==> src/hw/rtl/ordered_list_insert_front_delete_match_macros.svh <==
// assertion macros for the ordered list block
// expects a clock named clk and an active-low reset named arst_n in scope
`ifndef ORDERED_LIST_INSERT_FRONT_DELETE_MATCH_MACROS_SVH
`define ORDERED_LIST_INSERT_FRONT_DELETE_MATCH_MACROS_SVH

// condition holds at every edge outside reset
`define OLM_ASSERT(lbl, cond, msg) \
	lbl: assert property (@(posedge clk) disable iff (!arst_n) (cond)) else $error(msg);

// same-cycle implication
`define OLM_IMPLY(lbl, ante, cons, msg) \
	lbl: assert property (@(posedge clk) disable iff (!arst_n) (ante) |-> (cons)) \
		else $error(msg);

// next-cycle implication
`define OLM_NEXT(lbl, ante, cons, msg) \
	lbl: assert property (@(posedge clk) disable iff (!arst_n) (ante) |=> (cons)) \
		else $error(msg);

`endif

==> src/hw/rtl/olist_pkg.sv <==
// shared constants for the ordered list block: field widths, opcodes, status codes
// no dependencies
package olist_pkg;

	localparam int CAPACITY_DEF = 32;
	localparam int DATA_W       = 32;
	localparam int OP_W         = 2;
	localparam int STAT_W       = 3;

	localparam logic [OP_W-1:0] OP_INSERT = 2'd0;
	localparam logic [OP_W-1:0] OP_DELETE = 2'd1;
	localparam logic [OP_W-1:0] OP_READ   = 2'd2;

	localparam logic [STAT_W-1:0] STAT_INSERTED  = 3'd0;
	localparam logic [STAT_W-1:0] STAT_DELETED   = 3'd1;
	localparam logic [STAT_W-1:0] STAT_NOT_FOUND = 3'd2;
	localparam logic [STAT_W-1:0] STAT_FULL      = 3'd3;
	localparam logic [STAT_W-1:0] STAT_ELEMENT   = 3'd4;
	localparam logic [STAT_W-1:0] STAT_EMPTY     = 3'd5;

endpackage

==> src/hw/rtl/ordered_list_insert_front_delete_match.sv <==
// ordered list: insert, or delete/readout of an empty list, result the cycle after accept
// delete scans entries from the front (S_SRCH), moves those above the match down (S_SHIFT)
// readout: front to back, one beat per cycle while the output is not stalled
// one request at a time; the list memory has one read port and one write port
// reset clears count, state and output valid; list memory is not cleared
// depends on olist_pkg and ordered_list_insert_front_delete_match_macros.svh
`include "ordered_list_insert_front_delete_match_macros.svh"

module ordered_list_insert_front_delete_match #(
	parameter int CAPACITY = olist_pkg::CAPACITY_DEF
) (
	input  logic                             clk,
	input  logic                             arst_n,
	input  logic                             s_axis_tvalid,
	output logic                             s_axis_tready,
	input  logic [olist_pkg::DATA_W-1:0]     s_axis_tdata,   // value
	input  logic [olist_pkg::OP_W-1:0]       s_axis_tuser,   // op
	output logic                             m_axis_tvalid,
	input  logic                             m_axis_tready,
	output logic [olist_pkg::DATA_W-1:0]     m_axis_tdata,   // entry
	output logic [olist_pkg::STAT_W-1:0]     m_axis_tuser,   // status
	output logic                             m_axis_tlast
);
	import olist_pkg::*;

	localparam int AW = (CAPACITY > 1) ? $clog2(CAPACITY) : 1;
	localparam int CW = $clog2(CAPACITY + 1);
	localparam logic [CW-1:0] CAP_C = CW'(CAPACITY);

	typedef enum logic [2:0] {S_IDLE, S_SRCH, S_SHIFT, S_RESP, S_READ} state_t;

	// memory index 0 is the back of the list, count-1 the front
	logic [DATA_W-1:0] mem [CAPACITY];
	logic [DATA_W-1:0] rd_data_q;

	state_t            state_q;
	logic [CW-1:0]     cnt_q;
	logic [AW-1:0]     ptr_q;
	logic [DATA_W-1:0] val_q;
	logic [STAT_W-1:0] st_q;
	logic              m_valid_q;
	logic [DATA_W-1:0] m_entry_q;
	logic [STAT_W-1:0] m_stat_q;
	logic              m_last_q;

	logic              out_free;
	logic              in_acc;
	logic              out_load;
	logic [AW-1:0]     front;
	logic              last_move;
	logic              hit;
	logic              rd_en;
	logic [AW-1:0]     rd_addr;
	logic              wr_en;
	logic [AW-1:0]     wr_addr;
	logic [DATA_W-1:0] wr_data;

	assign out_free      = !m_valid_q || m_axis_tready;
	assign s_axis_tready = (state_q == S_IDLE) && out_free;
	assign in_acc        = s_axis_tvalid && s_axis_tready;
	assign front         = AW'(cnt_q - 1'b1);
	assign last_move     = (AW'(ptr_q + 1'b1) == front);
	assign hit           = (rd_data_q == val_q);

	// a result beat is loaded into the output register this cycle
	assign out_load = ((state_q == S_IDLE) && in_acc &&
	                   ((s_axis_tuser == OP_INSERT) ||
	                    ((cnt_q == '0) &&
	                     (s_axis_tuser == OP_DELETE || s_axis_tuser == OP_READ)))) ||
	                  (((state_q == S_RESP) || (state_q == S_READ)) && out_free);

	assign m_axis_tvalid = m_valid_q;
	assign m_axis_tdata  = m_entry_q;
	assign m_axis_tuser  = m_stat_q;
	assign m_axis_tlast  = m_last_q;

	always_comb begin
		rd_en   = 1'b0;
		rd_addr = front;
		wr_en   = 1'b0;
		wr_addr = AW'(cnt_q);
		wr_data = s_axis_tdata;
		case (state_q)
			S_IDLE: begin
				if (in_acc && cnt_q != '0 &&
				    (s_axis_tuser == OP_DELETE || s_axis_tuser == OP_READ)) begin
					rd_en = 1'b1;
				end
				if (in_acc && s_axis_tuser == OP_INSERT && cnt_q != CAP_C) begin
					wr_en = 1'b1;
				end
			end
			S_SRCH: begin
				if (!hit && ptr_q != '0) begin
					rd_en   = 1'b1;
					rd_addr = ptr_q - 1'b1;
				end else if (hit && ptr_q != front) begin
					rd_en   = 1'b1;
					rd_addr = ptr_q + 1'b1;
				end
			end
			S_SHIFT: begin
				// close the gap: entry ptr+1 moves down to ptr, fetch the one after
				wr_en   = 1'b1;
				wr_addr = ptr_q;
				wr_data = rd_data_q;
				if (!last_move) begin
					rd_en   = 1'b1;
					rd_addr = AW'(ptr_q + 2'd2);
				end
			end
			S_READ: begin
				if (out_free && ptr_q != '0) begin
					rd_en   = 1'b1;
					rd_addr = ptr_q - 1'b1;
				end
			end
			default: ;
		endcase
	end

	always_ff @(posedge clk) begin
		if (wr_en) begin
			mem[wr_addr] <= wr_data;
		end
		if (rd_en) begin
			rd_data_q <= mem[rd_addr];
		end
	end

	always_ff @(posedge clk or negedge arst_n) begin
		if (!arst_n) begin
			state_q   <= S_IDLE;
			cnt_q     <= '0;
			ptr_q     <= '0;
			val_q     <= '0;
			st_q      <= STAT_INSERTED;
			m_valid_q <= 1'b0;
			m_entry_q <= '0;
			m_stat_q  <= STAT_INSERTED;
			m_last_q  <= 1'b0;
		end else begin
			m_valid_q <= out_load || (m_valid_q && !m_axis_tready);
			case (state_q)
				S_IDLE: begin
					if (in_acc) begin
						val_q <= s_axis_tdata;
						case (s_axis_tuser)
							OP_INSERT: begin
								m_entry_q <= s_axis_tdata;
								m_last_q  <= 1'b1;
								if (cnt_q == CAP_C) begin
									m_stat_q <= STAT_FULL;
								end else begin
									m_stat_q <= STAT_INSERTED;
									cnt_q    <= cnt_q + 1'b1;
								end
							end
							OP_DELETE: begin
								if (cnt_q == '0) begin
									m_entry_q <= s_axis_tdata;
									m_stat_q  <= STAT_NOT_FOUND;
									m_last_q  <= 1'b1;
								end else begin
									ptr_q   <= front;
									state_q <= S_SRCH;
								end
							end
							OP_READ: begin
								if (cnt_q == '0) begin
									m_entry_q <= '0;
									m_stat_q  <= STAT_EMPTY;
									m_last_q  <= 1'b1;
								end else begin
									ptr_q   <= front;
									state_q <= S_READ;
								end
							end
							default: ;
						endcase
					end
				end
				S_SRCH: begin
					if (hit) begin
						if (ptr_q == front) begin
							cnt_q   <= cnt_q - 1'b1;
							st_q    <= STAT_DELETED;
							state_q <= S_RESP;
						end else begin
							state_q <= S_SHIFT;
						end
					end else if (ptr_q == '0) begin
						st_q    <= STAT_NOT_FOUND;
						state_q <= S_RESP;
					end else begin
						ptr_q <= ptr_q - 1'b1;
					end
				end
				S_SHIFT: begin
					if (last_move) begin
						cnt_q   <= cnt_q - 1'b1;
						st_q    <= STAT_DELETED;
						state_q <= S_RESP;
					end else begin
						ptr_q <= ptr_q + 1'b1;
					end
				end
				S_RESP: begin
					if (out_free) begin
						m_entry_q <= val_q;
						m_stat_q  <= st_q;
						m_last_q  <= 1'b1;
						state_q   <= S_IDLE;
					end
				end
				S_READ: begin
					if (out_free) begin
						m_entry_q <= rd_data_q;
						m_stat_q  <= STAT_ELEMENT;
						m_last_q  <= (ptr_q == '0);
						if (ptr_q == '0) begin
							state_q <= S_IDLE;
						end else begin
							ptr_q <= ptr_q - 1'b1;
						end
					end
				end
				default: state_q <= S_IDLE;
			endcase
		end
	end

	`OLM_ASSERT(a_cnt_bound, cnt_q <= CAP_C, "list count above capacity")
	`OLM_NEXT(a_ins_grow, in_acc && s_axis_tuser == OP_INSERT && cnt_q != CAP_C,
		cnt_q == $past(cnt_q) + 1'b1, "insert did not grow the list")
	`OLM_IMPLY(a_shift_range, state_q == S_SHIFT, (CW'(ptr_q) + 1'b1) < cnt_q,
		"compaction ran past the front")
	`OLM_IMPLY(a_single_last, m_valid_q && m_stat_q != STAT_ELEMENT, m_last_q,
		"single result beat without last")

endmodule
==> config.mk <==
export PLATFORM = sky130hd
export DESIGN_NAME = ordered_list_insert_front_delete_match
export DESIGN_NICKNAME = d
export VERILOG_FILES = /design/src/hw/rtl/olist_pkg.sv /design/src/hw/rtl/ordered_list_insert_front_delete_match.sv
export VERILOG_INCLUDE_DIRS = /design/src /design/src/hw/rtl
export SDC_FILE = /design/constraint.sdc
export NUM_CORES = 2
export LEC_CHECK = 0
export ABC_AREA = 1
export BUFFER_PORTS_ARGS = -buffer_cell sky130_fd_sc_hd__buf_4
export CORE_AREA = 2 2 348 350
export DETAILED_ROUTE_END_ITERATION = 7
export DIE_AREA = 0 0 350 352
export PLACE_DENSITY_LB_ADDON = 0.05
export SYNTH_ARGS = -nofsm -noshare
export SYNTH_HDL_FRONTEND = slang
export SYNTH_SLANG_ARGS = --single-unit
==> constraint.sdc <==
create_clock -name clk -period 9.25 [get_ports clk]
set_input_delay 2.3125 -clock clk [delete_from_list [all_inputs] [get_ports clk]]
set_output_delay 2.3125 -clock clk [all_outputs]
set_load 0.02 [all_outputs]
==> impl_metrics.csv <==
group,metric,value,unit
worst_setup_path,endpoint,"rd_data_q[25]",
job,cap_violations,0,
cells_and_area,fill_cells,10931,
sta,setup_viol,0,
die,fp.dieH,352,µm
cts,clk_latency,0.78,ns
die,core_area,119000,µm²
die,dieArea,123000,µm²
worst_setup_path,cp-end-kind,"flip-flop",
logic_synthesis,synth.avg_cell_area,9.81,µm²
sta,finalSetupTns,0,ns
die,rows,127,
run_status,outcome,"finished, final reports clean",
worst_setup_path,crit_fanout,77,
grt,overflow,0,
grt,grt_start_max_net_pins,201,
logic_synthesis,synth_area,53400,µm²
grt,antenna_found_initial,1,
logic_synthesis,syn_nets,5488,
worst_setup_path,crit_chain,"buf_4 -> nor2_1 -> inv_1 -> nand2_1 -> nand2_1 -> o211ai_1 -> nand2_1 -> nor2_4 -> buf_4 -> buf_4 -> nand4_1 -> nand3_1 -> nand3_1 -> nand3_1 -> nand2_1 -> nand2_1 -> nand2_1",
grt,grt_pass1_vias,37548,
route,drc,0,
cts,cts_buffers,132,
worst_setup_path,crit_slowest_cell,"buf_4",
sta,tightest_slew,1.26,ns
cells_and_area,layout-drive-gt1-share,8.37,%
worst_setup_path,crit_required,9.78,ns
sta,finalHoldViolCount,0,
route,vias,39482,
worst_setup_path,startpoint_type,"primary input",
cells_and_area,layout_common_cells,"inv_1, edfxtp_1, nand3_1",
route,detail_route.wirelength,174000,µm
cts,clk_pin_slew,0.06,ns
cts,htreeDepth,4,
logic_synthesis,synth_cells,5440,
cts,post_cts_resized,0,
worst_setup_path,cp_common_cell,"nand2_1",
route,ant_nets,0,
worst_setup_path,reg2reg_to,"rd_data_q[13]",
sta,fin_crit_sh,60.9,%
worst_setup_path,reg2reg_depth,14,
die,start_util,44.7,%
min_path,worstHoldPathType,"flip-flop to flip-flop",
cts,cts.sinks,1141,
worst_setup_path,cpPeakStageDelay,0.86,ns
route,vias_per_cell,5.56,
worst_setup_path,regToRegSetupSlack,3.94,ns
placed_design,place_hpwl,92900,µm
cells_and_area,areaGrowthSynthToFinish,12.0,%
grt,grt_usage,28.2,%
worst_setup_path,path_class,"primary input to flip-flop",
route,first_pass_iters,5,
cts,post_cts.repair.setup_buffers,0,
worst_setup_path,startpoint,"m_axis_tready",
worst_setup_path,cp.arrival,6.17,ns
cts,postCtsHoldBufs,0,
logic_synthesis,ys_ff_latch,1141,
logic_synthesis,synth_warnings,0,
logic_synthesis,yosysSeqAreaShare,63.4,%
sta,timing.fmax,178,MHz
cts,tritoncts,"built",
placed_design,io_buffers,75,
sta,fin_skew,0.0221,ns
sta,fin_crit,5.63,ns
cts,cts_root_buf,"clkbuf_16",
route,drtIter0Drc,4316,
route,wl_per_cell,24.5,µm
sta,rsz0062_at_grt,"no",
cells_and_area,nNetsFinal,5440,
die,die_w,350,µm
cells_and_area,layout_commonest_cell,"inv_1",
worst_setup_path,r2r-start,"state_q[2]",
grt,grt_pass1_wl,257000,µm
cts,ctsLongestPathBuffers,3,
placed_design,gp_congestion,0.847,
sta,maxSlewHeadroom,15.9,%
die,ioPinCount,76,
sta,report.final.slew_viol_count,0,
logic_synthesis,synth_cell_types,38,
metal layers:
metal	routed length [µm]	GRT usage, %	vias up
li1	-	-	18228
met1	75000	39.1	19576
met2	82400	45.5	1409
met3	11400	4.49	267
met4	5040	8.92	2
met5	13	0	-
synthesized netlist by cell type:
master     instances  area [µm²]
a211oi_1           2        15.0
nand4_2            1        12.5
nor3_2             2        20.0
o21ai_0           96         480
o21ai_2            1        8.76
nor2_4             3        33.8
inv_1           1129        4240
xnor2_1           18         158
buf_2            208        1040
edfxtp_1        1056       31700
xor2_1             7        61.3
o2111ai_1          2        17.5
dfrtp_1           85        2130
nand4_1          514        3220
ha_1              10         125
nor3_1             3        15.0
nand2_1          930        3490
nand2_2            3        18.8
clkbuf_1         136         510
buf_4              2        15.0
nor2_1           151         567
o21a_1             2        15.0
nand3_1          950        4750
buf_6              1        11.3
or2_2              2        12.5
nand3b_1           2        15.0
inv_2             18        67.6
o211ai_1           4        30.0
a22oi_1            2        15.0
clkinv_1           2        7.51
a21oi_1           33         165
xor2_2             1        16.3
o22ai_1           19         119
a41oi_1           16         140
nand3_2            3        30.0
a31oi_1            4        25.0
buf_1             20        75.1
nor2_2             2        12.5
kinds of logic (layout without fill, tap and decap cells):
logic type | after synthesis | in the layout | share of synthesized area, %
other | 0 | 1 | 0
and+or+nand+nor | 2566 | 2566 | 22.8
DFF | 1141 | 1141 | 63.4
buffers and inverters | 1516 | 1569 | 11.2
xor gates and xnor gates | 26 | 26 | 0.441
adders and majority gates | 10 | 10 | 0.234
AOI/OAI and AO/OA | 181 | 181 | 1.93
worst max-delay path: cells and delay by family:
family	cells	cell delay, ns
compound gates	1	0.11
buf+inv	4	1.67
simple gates	12	1.96
cell type report:
cell class                 count  area [µm²]  share of cell area (%)
sequential                  1141       33800                    56.6
antenna                        1        2.50                 0.00418
clock buffer                 182        3650                    6.10
tap                         1612        2020                    3.37
clock inverter                53         350                   0.586
multi-input combinational   2783       14100                    23.6
timing repair buffer         185        1530                    2.55
inverter                    1149        4320                    7.22
stage by stage:
stage	hold WS [ns]	setup WS [ns]	cells	util (%)	cell area [µm²]
final	0.489	3.62	7106	50.1	59800
after global routing	0.531	3.40	7105	50.1	59800
after CTS	0.493	3.69	7105	50.1	59800
after detailed placement	0.481	2.86	6870	46.8	55800
after global placement	0.489	2.92	6870	46.8	55800
after floorplan	0.459	4.11	5440	-	53400
registers in the layout, summed over array words and instances, names as in the netlist:
signal / cells
m_axis_tlast: 1
st_q: 2
rd_data_q: 32
val_q: 32
mem: 1024
m_axis_tdata: 32
m_axis_tvalid: 1
state_q: 3
m_axis_tuser: 3
ptr_q: 5
cnt_q: 6
worst min-delay path by stage:
stage	start	endpoint	slack, ns	depth (start not counted)
after floorplan	cnt_q[5]	cnt_q[5]	0.46	1
after global placement	val_q[3]	val_q[3]	0.49	2
after detailed placement	st_q[0]	st_q[0]	0.48	1
after CTS	st_q[0]	st_q[0]	0.49	1
after global routing	st_q[0]	st_q[0]	0.53	1
final	st_q[0]	st_q[0]	0.49	1
Power is not shown: default switching activity piles up to over one toggle a cycle in this logic, so the estimate is an artifact.
